[config.mk]
export PLATFORM = sky130hd
export DESIGN_NAME = rmq_queue
export DESIGN_NICKNAME = d
export VERILOG_FILES = /design/src/rtl/rmq_pkg.sv /design/src/rtl/rmq_queue.sv
export SDC_FILE = /design/constraint.sdc
export NUM_CORES = 1
export LEC_CHECK = 0
export BUFFER_PORTS_ARGS = -buffer_cell sky130_fd_sc_hd__buf_2
export CORE_ASPECT_RATIO = 0.7
export CORE_MARGIN = 2
export CORE_UTILIZATION = 60
export CTS_CLUSTER_DIAMETER = 200
export DETAILED_ROUTE_END_ITERATION = 8
export MAX_ROUTING_LAYER = met4
export PLACE_DENSITY_LB_ADDON = 0.05
export SYNTH_ARGS = -nofsm -noshare
export SYNTH_HDL_FRONTEND = slang
export SYNTH_SLANG_ARGS = --single-unit
[constraint.sdc]
create_clock -name clk -period 7.45 [get_ports clk]
set_clock_uncertainty 0.2 [all_clocks]
set_input_delay 2.235 -clock clk [delete_from_list [all_inputs] [get_ports clk]]
set_output_delay 2.235 -clock clk [all_outputs]
set_load 0.01 [all_outputs]
[src/rtl/rmq_pkg.sv]
// Shared types and constants for the rotation matrix to quaternion converter.
// No dependencies.
package rmq_pkg;

  localparam int DW   = 18;        // matrix entry / quaternion component width
  localparam int NW   = 19;        // off-diagonal sum or difference
  localparam int RW   = 21;        // signed radicand
  localparam int SW   = 19;        // root S = floor(sqrt(R * 2^18))
  localparam int RADW = 37;        // R * 2^18
  localparam int DIVW = 36;        // |D| * 2^16 + S/2
  localparam int QW   = 18;        // quotient bits kept before saturation
  localparam int QUEUE_DEPTH = 4;

  localparam logic signed [RW-1:0] Q_ONE   = RW'(65536);
  localparam logic signed [DW-1:0] OUT_MAX = DW'(131071);
  localparam logic signed [DW-1:0] OUT_MIN = -DW'(131072);

  localparam logic [1:0] CASE_TRACE = 2'd0;
  localparam logic [1:0] CASE_X     = 2'd1;
  localparam logic [1:0] CASE_Y     = 2'd2;
  localparam logic [1:0] CASE_Z     = 2'd3;

  // Classified transaction handed from front to back.
  typedef struct packed {
    logic signed [RW-1:0] rad;
    logic signed [NW-1:0] nw;
    logic signed [NW-1:0] nx;
    logic signed [NW-1:0] ny;
    logic signed [NW-1:0] nz;
    logic [1:0]           which;
  } item_t;

  // Queue status seen by the top level.
  typedef struct packed {
    logic not_empty;
    logic almost_full;
  } qstat_t;

endpackage

[src/rtl/rmq_queue.sv]
// Short queue between front and back end.
// Depends on rmq_pkg.
module rmq_queue #(
  parameter int DEPTH = rmq_pkg::QUEUE_DEPTH
) (
  input  logic            clk,
  input  logic            rst_n,
  input  logic            push,
  input  rmq_pkg::item_t  wr_item,
  input  logic            pop,
  output rmq_pkg::item_t  rd_item,
  output rmq_pkg::qstat_t stat
);

  localparam int PW = $clog2(DEPTH);
  localparam int CW = $clog2(DEPTH + 1);

  rmq_pkg::item_t mem_r [DEPTH];
  logic [PW-1:0]  wr_ptr_r, wr_ptr_nxt, rd_ptr_r, rd_ptr_nxt;
  logic [CW-1:0]  count_r, count_nxt;
  logic           do_pop;

  assign do_pop = pop && (count_r != '0);

  always_comb begin
    wr_ptr_nxt = (wr_ptr_r == PW'(DEPTH - 1)) ? '0 : wr_ptr_r + PW'(1);
    rd_ptr_nxt = (rd_ptr_r == PW'(DEPTH - 1)) ? '0 : rd_ptr_r + PW'(1);
    count_nxt  = count_r + CW'(push) - CW'(do_pop);
  end

  always_ff @(posedge clk) begin
    if (!rst_n) begin
      wr_ptr_r <= '0;
      rd_ptr_r <= '0;
      count_r  <= '0;
    end else begin
      if (push) begin
        wr_ptr_r <= wr_ptr_nxt;
      end
      if (do_pop) begin
        rd_ptr_r <= rd_ptr_nxt;
      end
      count_r <= count_nxt;
    end
  end

  always_ff @(posedge clk) begin
    if (push) begin
      mem_r[wr_ptr_r] <= wr_item;
    end
  end

  assign rd_item          = mem_r[rd_ptr_r];
  assign stat.not_empty   = (count_r != '0);
  assign stat.almost_full = (count_r >= CW'(DEPTH - 1));

`ifndef SYNTHESIS
  a_no_overflow: assert property (@(posedge clk) disable iff (!rst_n)
    !(push && !do_pop && count_r == CW'(DEPTH)))
    else $error("queue written while full");
  a_count_bound: assert property (@(posedge clk) disable iff (!rst_n)
    count_r <= CW'(DEPTH))
    else $error("queue count out of range");
`endif

endmodule

* Yosys cells after proc, flatten, opt, wreduce, memory -nomap -nowiden
Memory sizes are Yosys's and may differ from the RTL's. A register that Yosys moved wholly into a read port is not among the register bits. Index checks and enable logic that the tools add are counted.
Word-level totals: register bits after elaboration 7, RAM bits 396, input bits 103, output and inout bits 101, word-level logic and storage cells 19, memories 1
Memories:
- mem_r | depth 4, bits a word 99, rd ports 1, clocked after Yosys merged registers in 1, wr ports 1, RTL line rmq_queue.sv:18 | rmq_pkg::item_t mem_r [DEPTH];
Cells by class: add/sub/neg operators 4, $lt $le $gt $ge 1, equal/unequal tests 2, mux-type cells 6, reduce and logical (&&, ||, !) cells 2
Operators with widths (number):
- $mux 2 | 4
- $add 2x1->2 const B | 2
- $eq 2x2->1 const B | 2
- $add 3x1->3 | 1
- $ge 3x2->1 const B | 1
- $reduce_bool 3->1 | 1
- $sub 3x1->3 | 1
- $mux 1 | 2
- $logic_and 1x1->1 | 1

* Longest topological paths before layout
depth in word-level cells 4, depth in mapped cells 7

* Worst setup path after synthesis
Ideal clock, no wire load.
path kind input to register, start input push, end memory mem_r[0][0] (netlist name) (enable), arrival 4.522 ns, setup slack 2.260 ns, stages 1, buffers on the path 0, cell sequence and2_1
On the way: cells in the longest elaborated chain, start to end 2
RTL lines:
- start, declared | RTL line rmq_queue.sv:8 | input logic push,
- $mux 1 | RTL line rmq_queue.sv:48 | if (push) begin
- $mux 1 (not written as such) | RTL line rmq_queue.sv:49 | mem_r[wr_ptr_r] <= wr_item;
- end, declared | RTL line rmq_queue.sv:18
Every way passes these cells.

==> summary.md <==
| Metric | Value |
|---|---|
| Status | `complete, no violations` |
| Max-slew violations | `0` |
| Highest cell delay on the worst timing path | `1050 ps` |
| Net load switching power | `1.26 mW` |
| Clk Tree Root Cell | `clkbuf_16` |
| Vias in the first global route | `6910` |
| Pwr dens | `308 mW/mm2` |
| Layout cells sized above 1 | `44.2%` |
| CP endpoint kind | `output port` |
| Post-synth cell types | `22` |
| WS Path Type | `flop to output port` |
| Pre-Repair DR Iteration Count | `4` |
| Detailed placement HPWL | `15900 um` |
| Max_cap viols | `0` |
| Total track usage | `21.9%` |
| Vias | `6624` |
| R2R setup slack | `4800 ps` |
| Post-synthesis cell count | `566` |
| Leakage | `5.74 nW` |
| Final core utilization | `71.8%` |
| RePlAce Congestion | `0.741` |
| CTS tree | `built` |
| RSZ-0062 raised after global routing | `false` |
| Worst path cell trace | `buf_4, mux4_2, buf_2` |
| Aggregate routed wire length | `26600 um` |
| Sequential cell area fraction in the yosys report | `82.0%` |
| IO buf count | `203` |
| Top delay family on crit path | `flip-flops` |
| CTS clk-pin slew, worst paths | `60 ps` |
| CORE AREA | `0.0239 mm2` |
| Setup crit start kind | `flop` |
| Die height | `135 um` |
| H-tree Lvls | `2` |
| Total CTS buffers | `37` |
| Sequential Power Share | `51.2%` |
| Final setup viols | `0` |
| Clock network fraction of design power | `31.5%` |
| Number of synthesized register bits | `405` |
| Number of antenna violations at the first check in global routing | `8` |
| Cell row count | `47` |
| VDD IR-drop max | `0.000230 V` |
| Achievable Freq | `0.193 GHz` |
| Fin Setup TNS | `0 ps` |
| Pint | `4.02 mW` |
| Synth Area in Simple Gates | `0.603%` |
| Post-synthesis compound-gate area fraction | `0.127%` |
| Syn nets | `678` |
| Clock sinks | `405` |
| Chip Width | `191 um` |
| Die area | `0.0258 mm2` |
| Largest net degree at the start of global routing | `76` |
| Post-cts resize count | `0` |
| Multiplexer share of the synthesized area | `15.3%` |
| Crit path required time | `5020 ps` |
| Hold slack | `313 ps` |
| Initial drt markers | `493` |
| Worst-path fanout max | `75` |
| Most common cell after layout, fill and taps aside | `edfxtp_1` |
| Setup repair bufs after CTS | `0` |
| R2R cell count | `4` |
| DRC violations left | `0` |
| Post-Synth XOR/XNOR Area | `0.0595%` |
| Capture point of the worst reg-to-reg path | `mem_r[2][50]` |
| Final worst-path cycle share | `69.4%` |
| Synth Warn # | `0` |
| CP arrival | `2740 ps` |
| Main combinational cell family by area after synthesis | `multiplexers` |
| Buf/Inv on CP | `2` |
| Clock buffer depth | `3` |
| First-pass GRT wire length | `40500 um` |
| Io pins | `204` |
| Switch share | `23.9%` |
| Crit-path slowest cell | `dfxtp_4` |
| Most frequent cells in the layout | `396 x edfxtp_1, 203 x buf_2, 99 x mux4_2, 37 x clkbuf_16, 11 x clkbuf_1` |
| Drt via density | `5.83` |
| Clk Latency, worst-skew pair | `500 ps` |
| Slew of the pin with the lowest slew margin | `1130 ps` |
| Hold Crit Class | `flop to flop` |
| Mean Syn Cell Area | `26.0 um2` |
| Cts-stage hold buffer count | `0` |
| Combinational share of power | `17.2%` |
| Rel. slew slack | `24.9%` |
| Hold wc startpoint | `rd_ptr_r[1]` |
| Synthesized cell area | `0.0147 mm2` |
| Reg2reg start | `wr_ptr_r[0]` |
| Hold Path Stages | `2` |
| Hold Vio Cnt, Final | `0` |
| # nets final | `904` |
| Adder-Cell Fraction of Synth Area | `0.816%` |
| Initial Util | `61.7%` |
| Post-route ant nets | `0` |
| Layout area overhead | `16.4%` |
| Routed wire length per instance | `23.4 um` |
| Final min period | `5170 ps` |
| Total grt overflow | `0` |
layout make-up:
cell class | count | area [um2]
antenna | 8 | 20.0
timing repair buffer | 209 | 1070
multi-input combinational | 131 | 2510
fill | 1422 | 6740
inverter | 8 | 30.0
tap | 318 | 398
clock buffer | 48 | 967
sequential | 405 | 12100
clock inverter | 9 | 65.1
per-layer routing:
layer | global-route usage (%) | vias to the layer above | part of all wire, %
li1 | - | 2883 | -
met1 | 30.0 | 3488 | 41
met2 | 33.1 | 216 | 48
met3 | 6.47 | 37 | 8.8
met4 | 5.51 | 0 | 1.7
met5 | - | - | 0
through the flow:
step	instances	setup slack, ps	area (um2)	power (mW)
5_1_grt	1136	2080	17100	5.50
3_3_place_gp	1071	2740	16100	3.66
6_report	1136	2280	17100	5.28
4_1_cts	1128	2210	17100	5.35
2_1_floorplan	566	2260	14700	3.34
3_5_place_dp	1071	2740	16100	3.69
cell usage after synthesis:
| cell type | number | area [um2] |
|---|---|---|
| edfxtp_1 | 396 | 11900 |
| mux4_2 | 99 | 2230 |
| buf_2 | 10 | 50.1 |
| dfxtp_1 | 9 | 180 |
| clkbuf_1 | 8 | 30.0 |
| ha_1 | 8 | 100 |
| inv_1 | 8 | 30.0 |
| and2_1 | 6 | 37.5 |
| nand2_1 | 4 | 15.0 |
| mux2i_1 | 3 | 30.0 |
| buf_8 | 2 | 30.0 |
| nor2_1 | 2 | 7.51 |
| or3b_2 | 2 | 17.5 |
| a21oi_1 | 1 | 5.00 |
| buf_4 | 1 | 7.51 |
| buf_6 | 1 | 11.3 |
| fa_1 | 1 | 20.0 |
| nand2b_1 | 1 | 6.26 |
| nand3_1 | 1 | 5.00 |
| o21ai_0 | 1 | 5.00 |
| o31a_1 | 1 | 8.76 |
| xnor2_1 | 1 | 8.76 |
sequential cells by signal, summed over array words and instances, names as in the netlist, named ones only:
| register | cells |
|---|---|
| rd_ptr_r | 2 |
| wr_ptr_r | 2 |
| mem_r | 396 |
| count_r | 3 |
cells by family after synthesis:
group           after synthesis
compound gates                3
xor+xnor                      1
fa+ha+maj                     9
buf+inv                      30
flops                       405
mux                         102
simple gates                 16
power groups by stage:
stage | clock network (mW) | registers [mW] | logic (mW)
finish | 1.67 | 2.71 | 0.910
global route | 1.79 | 2.73 | 0.983
CTS | 1.70 | 2.72 | 0.931
floorplan | 0 | 2.68 | 0.661
global placement | 0 | 2.76 | 0.908
detailed placement | 0 | 2.76 | 0.924
worst max path at each step:
stage,depth (start not counted),startpoint,endpoint
4_1_cts,3,flop,rd_item[37]
2_1_floorplan,1,push,mem_r[0][0]
3_3_place_gp,3,flop,rd_item[37]
6_report,3,flop,rd_item[59]
3_5_place_dp,3,flop,rd_item[2]
5_1_grt,3,flop,rd_item[2]
tightest hold or removal path, delay by kind of cell (launching register included):
family / cells / cell delay, ps
flip-flops: 1 / 310
multiplexers: 1 / 80
AND/OR/NAND/NOR: 1 / 70
(Power assumes the default switching activity.)
