**config.mk**
```make
export PLATFORM = sky130hd
export DESIGN_NAME = rmq_front
export DESIGN_NICKNAME = d
export VERILOG_FILES = /design/src/rtl/rmq_pkg.sv /design/src/rtl/rmq_front.sv
export SDC_FILE = /design/constraint.sdc
export NUM_CORES = 1
export LEC_CHECK = 0
export BUFFER_PORTS_ARGS = -buffer_cell sky130_fd_sc_hd__clkbuf_2
export CORE_AREA = 2 2 178 180
export DETAILED_ROUTE_END_ITERATION = 10
export DIE_AREA = 0 0 180 182
export PLACE_DENSITY = 0.82
export SLEW_MARGIN = 25
export SYNTH_ARGS = -nofsm -noshare
export SYNTH_HDL_FRONTEND = slang
export SYNTH_SLANG_ARGS = --single-unit
export TNS_END_PERCENT = 10
```
**constraint.sdc**
```tcl
create_clock -name clk -period 6.2 [get_ports clk]
set_input_delay 0 -clock clk [delete_from_list [all_inputs] [get_ports clk]]
set_output_delay 0 -clock clk [all_outputs]
set_load 0.02 [all_outputs]
```
**src/rtl/rmq_pkg.sv**
```systemverilog
// Shared types and constants for the rotation matrix to quaternion converter.
// No dependencies.
package rmq_pkg;

  localparam int DW   = 18;        // matrix entry / quaternion component width
  localparam int NW   = 19;        // off-diagonal sum or difference
  localparam int RW   = 21;        // signed radicand
  localparam int SW   = 19;        // root S = floor(sqrt(R * 2^18))
  localparam int RADW = 37;        // R * 2^18
  localparam int DIVW = 36;        // |D| * 2^16 + S/2
  localparam int QW   = 18;        // quotient bits kept before saturation
  localparam int QUEUE_DEPTH = 4;

  localparam logic signed [RW-1:0] Q_ONE   = RW'(65536);
  localparam logic signed [DW-1:0] OUT_MAX = DW'(131071);
  localparam logic signed [DW-1:0] OUT_MIN = -DW'(131072);

  localparam logic [1:0] CASE_TRACE = 2'd0;
  localparam logic [1:0] CASE_X     = 2'd1;
  localparam logic [1:0] CASE_Y     = 2'd2;
  localparam logic [1:0] CASE_Z     = 2'd3;

  // Classified transaction handed from front to back.
  typedef struct packed {
    logic signed [RW-1:0] rad;
    logic signed [NW-1:0] nw;
    logic signed [NW-1:0] nx;
    logic signed [NW-1:0] ny;
    logic signed [NW-1:0] nz;
    logic [1:0]           which;
  } item_t;

  // Queue status seen by the top level.
  typedef struct packed {
    logic not_empty;
    logic almost_full;
  } qstat_t;

endpackage

```
**src/rtl/rmq_front.sv**
```systemverilog
// Front end: accepts a matrix, picks the Shepperd branch, forms radicand and numerators.
// Depends on rmq_pkg.
module rmq_front (
  input  logic                             clk,
  input  logic                             rst_n,
  input  logic                             accept,
  input  logic signed [rmq_pkg::DW-1:0]    r00,
  input  logic signed [rmq_pkg::DW-1:0]    r01,
  input  logic signed [rmq_pkg::DW-1:0]    r02,
  input  logic signed [rmq_pkg::DW-1:0]    r10,
  input  logic signed [rmq_pkg::DW-1:0]    r11,
  input  logic signed [rmq_pkg::DW-1:0]    r12,
  input  logic signed [rmq_pkg::DW-1:0]    r20,
  input  logic signed [rmq_pkg::DW-1:0]    r21,
  input  logic signed [rmq_pkg::DW-1:0]    r22,
  output logic                             push,
  output rmq_pkg::item_t                   item
);

  localparam int RW = rmq_pkg::RW;
  localparam int NW = rmq_pkg::NW;

  logic signed [RW-1:0] a00, a11, a22, tr;
  logic signed [NW-1:0] d12, d20, d01, s01, s20, s12;
  rmq_pkg::item_t       item_nxt, item_r;
  logic                 push_r;

  always_comb begin
    a00 = RW'(r00);
    a11 = RW'(r11);
    a22 = RW'(r22);
    tr  = a00 + a11 + a22;
    d12 = NW'(r12) - NW'(r21);
    d20 = NW'(r20) - NW'(r02);
    d01 = NW'(r01) - NW'(r10);
    s01 = NW'(r01) + NW'(r10);
    s20 = NW'(r20) + NW'(r02);
    s12 = NW'(r12) + NW'(r21);
    item_nxt = '0;
    // strict compares: ties fall to the later branch
    priority if (tr > 0) begin
      item_nxt.which = rmq_pkg::CASE_TRACE;
      item_nxt.rad   = rmq_pkg::Q_ONE + tr;
      item_nxt.nx    = d12;
      item_nxt.ny    = d20;
      item_nxt.nz    = d01;
    end else if (r00 > r11 && r00 > r22) begin
      item_nxt.which = rmq_pkg::CASE_X;
      item_nxt.rad   = rmq_pkg::Q_ONE + a00 - a11 - a22;
      item_nxt.nw    = d12;
      item_nxt.ny    = s01;
      item_nxt.nz    = s20;
    end else if (r11 > r22) begin
      item_nxt.which = rmq_pkg::CASE_Y;
      item_nxt.rad   = rmq_pkg::Q_ONE + a11 - a00 - a22;
      item_nxt.nw    = d20;
      item_nxt.nx    = s01;
      item_nxt.nz    = s12;
    end else begin
      item_nxt.which = rmq_pkg::CASE_Z;
      item_nxt.rad   = rmq_pkg::Q_ONE + a22 - a00 - a11;
      item_nxt.nw    = d01;
      item_nxt.nx    = s20;
      item_nxt.ny    = s12;
    end
  end

  always_ff @(posedge clk) begin
    if (!rst_n) begin
      push_r <= 1'b0;
    end else begin
      push_r <= accept;
    end
  end

  always_ff @(posedge clk) begin
    if (accept) begin
      item_r <= item_nxt;
    end
  end

  assign push = push_r;
  assign item = item_r;

endmodule

```
Word level (Yosys, flattened, before mapping)

Index checks and enable logic that the tools add are counted.

Bits in latches: 0
Bits in read-only memories: 0
Memories kept: 0
Register bits after elaboration: 100
Output and inout port bits: 100
Memory bits (writable): 0
Bits of input ports: 165

Shifts and indexed selects: 0
Equality and inequality tests: 0
Bitwise gates (word level): 0
$mul: 0
Mux-type cells: 9
$add $sub $neg: 18
Order comparisons: 4
Divide/modulo/power cells: 0
Reduce and logical (&&, ||, !) cells: 2

Operators by type and width:

| operator                                                                         | count |
|---|---|
| 59-bit two-way mux                                                               | 2 |
| 40-bit two-way mux                                                               | 2 |
| 18-bit by 18-bit adder with 19-bit output                                        | 4 |
| 20-bit by 18-bit subtractor with 21-bit output                                   | 3 |
| 19-bit by 18-bit subtractor with 20-bit output                                   | 3 |
| 18-bit by 18-bit adder with 19-bit output, first input constant                  | 3 |
| 19-bit two-way mux                                                               | 3 |
| 18-bit by 18-bit subtractor with 19-bit output                                   | 3 |
| 18-bit greater-than comparator                                                   | 3 |
| 18-bit by 20-bit adder with 21-bit output, first input constant                  | 1 |
| 21-bit two-way mux                                                               | 1 |
| 19-bit by 18-bit adder with 20-bit output                                        | 1 |
| 20-bit by 1-bit greater-than comparator with 1-bit output, second input constant | 1 |
| 2-bit OR reduction                                                               | 1 |
| 1-bit logical AND                                                                | 1 |
| 1-bit two-way mux                                                                | 1 |

Depth between registers and ports, before layout

Gate-level depths: netlist (run 1).

Word-level depth: 6
Gate-level depth with buffers: 24
Gate-level depth less buffers: 22

Least setup slack after synthesis (run 1)

Ideal clock, no wire load.

Path kind: in2reg
From: in r00[0] in the netlist's numbering
To: reg item_r (netlist bit item[79]) (data pin)
Arrival time: 3.966 ns
Setup slack: 1.971 ns
Data required time: 5.938 ns
Stages on the path: 23
Path through: inv_1 -> fa_1 -> inv_1 -> ha_1 -> inv_1 -> fa_1 -> maj3_2 -> a22oi_2 -> a221o_1 -> o211ai_1 -> nand2b_1 -> a21oi_1 -> xnor2_1 -> inv_1 -> ha_1 -> and4b_1 -> nand4_1 -> nor4_1 -> and4_1 -> a31oi_2 -> inv_2 -> buf_4 -> mux2_1

RTL lines:

| element              | line            | source |
|---|---|---|
| start, declared      | rmq_front.sv:7  | `input logic signed [rmq_pkg::DW-1:0] r00,` |
| end signal, assigned | rmq_front.sv:78 | `item_r <= item_nxt;` |
| end, declared        | rmq_front.sv:25 | `rmq_pkg::item_t item_nxt, item_r;` |

==> impl_metrics.env, run 1 <==
export IMPL_seq_area_mm2=0.00299
export IMPL_nets=2959
export IMPL_pwr_share_comb=0.651
export IMPL_yosys_register_bits=100
export IMPL_vias=16800
export IMPL_grt_overflow=0
export IMPL_p_leak_nw=9.93
export IMPL_synthDominantCellAreaShare=0.230
export IMPL_period_share=0.822
export IMPL_worst_slew_pin_slew_ns=1.02
export IMPL_rows=65
export IMPL_violations="DRC"
export IMPL_grt_start_max_net_pins=116
export IMPL_clkPwrFrac=0.128
export IMPL_tns_ns=0
export IMPL_synth_area_mux_share=0.0201
export IMPL_drv_slew=0
export IMPL_cts_buffer_depth=2
export IMPL_drt_iter0_markers=1566
export IMPL_fp_dieW_um=180
export IMPL_ant_nets=0
export IMPL_hold_depth=3
export IMPL_multi_input_area_mm2=0.0139
export IMPL_syn_inst=2165
export IMPL_hold_path_endpoint="item[2]"
export IMPL_synth_top_family_by_area="adder cells"
export IMPL_finalSetupViolCount=0
export IMPL_placed_cells=2766
export IMPL_areaGrowthSynthToFinish_pct=11.0
export IMPL_status="complete, but fails checks"
export IMPL_p_sw_mw=2.46
export IMPL_hold_violations=0
export IMPL_die_area_mm2=0.0328
export IMPL_max_cap_violations=0
export IMPL_firstDrtPassIters=9
export IMPL_stdcell_count=2789
export IMPL_syn_area_per_cell_um2=8.43
export IMPL_grt_pass1_vias=16600
export IMPL_core_mm2=0.0310
export IMPL_antenna_found_initial=7
export IMPL_power_switching_share=0.493
export IMPL_fin_area_mm2=0.0203
export IMPL_vdd_drop_max_mv=0.197
export IMPL_initial_utilization=0.589
export IMPL_worstHoldStart="r10[0]"
export IMPL_globalplace_congestion=0.999
export IMPL_ys_warn_count=0
export IMPL_yosys_area_share_simple=0.143
export IMPL_crit_required_ns=6.31
export IMPL_crit_type="in -> reg"
export IMPL_cts_resized=0
export IMPL_finalCriticalPeriod_ns=5.10
export IMPL_synth_largest_area_cell="ha_1"
export IMPL_powerDensity_mw_per_mm2=247
export IMPL_avgRoutedWirePerCell_um=20.8
export IMPL_synth_xor_area_frac=0.0662
export IMPL_vias_per_cell=6.03
export IMPL_synthAdderAreaFrac=0.321
export IMPL_synth_main_ff_cell="edfxtp_1"
export IMPL_syn_nets=2748
export IMPL_critPathCaptureType="flip-flop"
export IMPL_drc=1
export IMPL_drive_above_1_share=0.139
export IMPL_synth_compound_area_frac=0.208
export IMPL_grt_setup_unrepaired="no"
export IMPL_yosysSeqAreaShare=0.164
export IMPL_cts_sinks=100
export IMPL_wirelength_mm=57.9
export IMPL_root_buffer="clkbuf_16"
export IMPL_synthTopCellsByArea="ha_1 (23%), edfxtp_1 (16%), fa_1 (9.0%), inv_1 (5.9%), a21oi_1 (4.6%)"
export IMPL_numCtsBuffers=9
export IMPL_syn_area_mm2=0.0182
export IMPL_synth_edf_count=99
export IMPL_htree_levels=3
export IMPL_power_frac_seq=0.221
export IMPL_place_hpwl_mm=47.6
export IMPL_cp_start_kind="primary input"
export IMPL_hp_class="in -> reg"
export IMPL_portBuffers=264
export IMPL_relSlewSlack=0.308
export IMPL_p_int_mw=2.53
export IMPL_cts_tree="yes"
export IMPL_fillers=2703
export IMPL_arrival_ns=5.21
export IMPL_clock_fmax_mhz=196
export IMPL_die_h_um=182
export IMPL_placed_area_mm2=0.0199
export IMPL_grt_first_pass_wirelength_mm=89.5
export IMPL_clk_pin_slew_ns=0.08
export IMPL_path_max_fanout=30
export IMPL_track_usage=0.346
export IMPL_io_pins=265
export IMPL_postSynth_asyncResetShare=0
export IMPL_synth_cell_types=81
synth_stat cells, types with 5 or more instances:
| cell | count |
|---|---|
| ha_1 | 336 |
| inv_1 | 288 |
| a21oi_1 | 168 |
| nor2_1 | 157 |
| nand2_1 | 127 |
| edfxtp_1 | 99 |
| xnor2_1 | 96 |
| o21ai_0 | 89 |
| fa_1 | 82 |
| clkbuf_1 | 53 |
| nor3_1 | 42 |
| xor2_1 | 42 |
| nand3_1 | 38 |
| nor2b_1 | 37 |
| a21o_1 | 34 |
| a211oi_1 | 32 |
| nand2b_1 | 28 |
| o31ai_1 | 26 |
| and3_1 | 25 |
| o21bai_1 | 25 |
| a31oi_1 | 23 |
| mux2i_1 | 22 |
| o21a_1 | 19 |
| nor4_1 | 15 |
| and2_1 | 14 |
| buf_2 | 14 |
| o211ai_1 | 14 |
| a211oi_2 | 13 |
| a211o_1 | 12 |
| mux2_1 | 12 |
| or3_1 | 12 |
| o21ai_1 | 10 |
| or2_2 | 10 |
| a2111oi_0 | 9 |
| a311oi_1 | 8 |
| buf_1 | 8 |
| nor3b_1 | 8 |
| a221oi_1 | 7 |
| nand3b_1 | 7 |
| a311o_1 | 6 |
| o22ai_1 | 6 |
| o31a_1 | 6 |
| a221o_1 | 5 |
| buf_4 | 5 |
| or4_1 | 5 |
metrics by stage:
stage	power, mW	util	hold slack [ns]	setup slack [ns]
2_1_floorplan	3.29	-	0.112	1.97
3_3_place_gp	4.23	0.642	0.209	1.02
3_5_place_dp	4.28	0.643	0.237	0.812
4_1_cts	4.94	0.653	0.163	1.18
5_1_grt	5.31	0.654	0.195	0.892
6_report	5.00	0.654	0.177	1.10
state kept, by name, indices dropped and copies added (netlist names):
signal / cells
item: 99
push: 1
critical path, cell delays in order:
cell and delay [ns]:
clkbuf_2 0.17, inv_1 0.14, fa_1 0.56, inv_1 0.09, ha_1 0.41, nand2_1 0.07, o21ai_1 0.39, a21oi_1 0.15
a21boi_1 0.34, nor2_1 0.07, o21ai_0 0.17, a21oi_1 0.11, xor2_1 0.27, ha_1 0.23, and4b_1 0.19, nand4_1 0.10
nor4_1 0.23, and4_1 0.28, a31oi_4 0.13, inv_2 0.66, mux2_1 0.41
worst max-delay path by stage:
stage                     startpoint  endpoint  slack, ns
after detailed placement      r00[9]  item[27]       0.81
final                         r00[9]  item[27]       1.10
after global placement        r00[2]  item[28]       1.02
after floorplan               r00[0]  item[79]       1.97
after CTS                     r00[9]  item[27]       1.18
after global routing          r00[0]  item[27]       0.89
metal layers:
metal  share of wire  wire length (um)  GRT usage  up-vias
li1                -                 -          -     7945
met1            0.40             22900      0.427     7971
met2            0.48             28000      0.602      746
met3           0.070              4050     0.0401      147
met4           0.051              2940      0.169        2
met5         0.00024                14          0        -
power groups by stage:
stage / registers (mW) / logic, mW / clock network [mW]
after global placement: 1.12 / 3.12 / 0
after global routing: 1.11 / 3.53 / 0.664
after CTS: 1.10 / 3.20 / 0.642
after detailed placement: 1.11 / 3.17 / 0
final: 1.10 / 3.25 / 0.641
after floorplan: 1.28 / 2.00 / 0
cells in the final DEF, fill, tap and decap left out, types with 8 or more instances in the layout:
cell,Yosys,routed
and3_1,25,25
o21ai_0,89,89
mux2i_1,22,22
a211oi_2,13,13
o211ai_1,14,14
nor2_1,157,156
o31ai_1,26,26
edfxtp_1,99,99
nor3b_1,8,8
a31oi_1,23,23
nor4_1,15,15
nand2_1,127,127
fa_1,82,82
or3_1,12,12
o21a_1,19,19
xor2_1,42,42
clkbuf_16,0,9
and2_1,14,14
clkbuf_2,0,263
inv_1,288,288
buf_4,5,14
a21oi_1,168,167
nand2b_1,28,28
nand3_1,38,38
a21o_1,34,33
nor3_1,42,42
nor2b_1,37,37
o21ai_1,10,10
a311oi_1,8,8
or2_2,10,10
a2111oi_0,9,9
a211oi_1,32,32
mux2_1,12,12
o21bai_1,25,25
ha_1,336,336
xnor2_1,96,96
a211o_1,12,12
area by class of cell:
cell class,instances,area share
antenna,6,0.000741
clock buffer,9,0.0111
clock inverter,7,0.00457
inverter,289,0.0536
multi-input combinational,1696,0.685
sequential,100,0.148
tap,402,0.0248
timing repair buffer,280,0.0727
kinds of logic (layout without fill, tap and decap cells):
kind of cell	Yosys count	after routing
other	0	6
buffers and inverters	369	585
adders and majority gates	419	419
AOI/OAI and AO/OA	566	566
xor gates and xnor gates	138	138
muxes	35	35
DFF	100	100
and+or+nand+nor	538	538
repair_timing:
| item | CTS | global route |
|---|---|---|
| buffers inserted | 0 | 0 |
| hold endpoints to repair | 1 | 0 |
| hold buffers | 1 | 0 |
Power figures use the tool's default switching activity.
==> run 2, diff against run 1 <==
- clock period: 6.2 -> 5.05 ns (I/O delays scaled with it)
==> run 2 against run 1 <==
Net effect:
- the run now ends clean
- power increased by 24%
- via count is 1.1% higher
- final area increased by 1.2%
- first-iteration DRC count decreased by 15%
- cell count increased by 1.3%
- global-route usage shrank 0.25 points
- clock power up 12%
- setup slack lost 0.65 ns
- utilization increased by 0.76 points
- sequential share of layout area is 0.17 points lower
- largest cell class unchanged
- largest power group unchanged
==> impl_metrics.env, run 2 (synthesized netlist as in run 1, its figures left out) <==
export IMPL_status="completed"
export IMPL_grt_pass1_vias=16700
export IMPL_cts_sinks=100
export IMPL_avgRoutedWirePerCell_um=20.5
export IMPL_path_max_fanout=16
export IMPL_ant_nets=0
export IMPL_root_buffer="clkbuf_16"
export IMPL_grt_setup_unrepaired="no"
export IMPL_rows=65
export IMPL_whs_ns=0.117
export IMPL_io_pins=265
export IMPL_die_area_mm2=0.0328
export IMPL_vias_per_cell=6.02
export IMPL_worst_slew_pin_slew_ns=1.02
export IMPL_crit_buf_inv=5
export IMPL_core_mm2=0.0310
export IMPL_crit_type="in -> reg"
export IMPL_grt_start_max_net_pins=70
export IMPL_clk_pin_slew_ns=0.08
export IMPL_crit_required_ns=5.15
export IMPL_cp_slowest_cell="fa_1"
export IMPL_crit_chain="clkbuf_2 > inv_1 > fa_1 > inv_1 > ha_1 > a21o_1 > nand4_1 > a31o_2 > a21boi_1 > nor2_1 > o21ai_0 > a21oi_1 > xor2_1 > ha_1 > and4b_1 > nand4_1 > nor4_1 > and4_1 > a31oi_4 > buf_4 > buf_4 > a221oi_1 > a21oi_1"
export IMPL_powerDensity_mw_per_mm2=302
export IMPL_holdBufCountCts=1
export IMPL_multi_input_area_mm2=0.0139
export IMPL_grt_first_pass_wirelength_mm=88.9
export IMPL_critPathCaptureType="flip-flop"
export IMPL_final_common_cell="ha_1"
export IMPL_drive_above_1_share=0.152
export IMPL_postCtsSetupRepairBufs=0
export IMPL_areaGrowthSynthToFinish_pct=12.3
export IMPL_cp_start_kind="primary input"
export IMPL_htree_levels=3
export IMPL_p_leak_nw=10.1
export IMPL_max_stage_delay_ns=0.60
export IMPL_drv_slew=0
export IMPL_layout_common_cells="ha_1 (336), inv_1 (288), clkbuf_2 (263)"
export IMPL_numCtsBuffers=9
export IMPL_antenna_found_initial=6
export IMPL_finalCriticalPeriod_ns=4.60
export IMPL_crit_family="compound AO/OA/AOI/OAI gates"
export IMPL_period_share=0.911
export IMPL_max_cap_violations=0
export IMPL_fp_dieW_um=180
export IMPL_finalSetupViolCount=0
export IMPL_initial_utilization=0.589
export IMPL_globalplace_congestion=1.10
export IMPL_hp_class="in -> reg"
export IMPL_hold_violations=0
export IMPL_cts_buffer_depth=2
export IMPL_drt_iter0_markers=1334
export IMPL_drc=0
export IMPL_tns_ns=0
export IMPL_nets=2995
export IMPL_arrival_ns=4.70
export IMPL_largest_reg_flops=99
export IMPL_firstDrtPassIters=5
export IMPL_portBuffers=264
export IMPL_die_h_um=182
export IMPL_fillers=2597
export IMPL_relSlewSlack=0.307
export IMPL_vias=17000
export IMPL_clock_fmax_mhz=217
export IMPL_place_hpwl_mm=48.3
export IMPL_track_usage=0.344
export IMPL_seq_area_mm2=0.00299
export IMPL_vdd_drop_max_mv=0.198
export IMPL_cts_resized=0
export IMPL_grt_overflow=0
export IMPL_cts_tree="yes"
export IMPL_wirelength_mm=57.8
-- run 2: final timing paths --
path	start	endpoint	slack [ns]	cells after the start
worst max-delay path	r00[2]	item[15]	0.45	23
worst min-delay path	accept	item[64]	0.12	1
-- run 2: cell type report --
cell class,count,area share
multi-input combinational,1696,0.677
sequential,100,0.146
timing repair buffer,316,0.0850
inverter,289,0.0529
tap,402,0.0245
clock buffer,10,0.0117
clock inverter,6,0.00263
antenna,5,0.000611
-- run 2: per-stage QoR --
stage | area (um^2) | setup slack, ns | total power, mW | std cells | utilization
after floorplan | 18200 | 0.821 | 4.03 | 2165 | -
after global placement | 20200 | 0.293 | 5.31 | 2802 | 0.651
after detailed placement | 20200 | 0.130 | 5.37 | 2802 | 0.651
after CTS | 20500 | 0.498 | 6.11 | 2819 | 0.661
after global routing | 20500 | 0.151 | 6.55 | 2824 | 0.661
final | 20500 | 0.450 | 6.18 | 2824 | 0.661
-- run 2: metal layers --
metal,part of all wire,vias up,track usage
li1,-,7996,-
met1,0.39,8052,0.415
met2,0.47,770,0.587
met3,0.068,168,0.0429
met4,0.070,2,0.211
met5,0.00024,-,0
-- run 2: where the power goes --
group / internal (mW) / leakage, nW / total (mW) / switching (mW)
Combinational: 1.55 / 8.99 / 4.07 / 2.52
Clock: 0.359 / 0.142 / 0.719 / 0.360
Sequential: 1.23 / 0.971 / 1.39 / 0.155
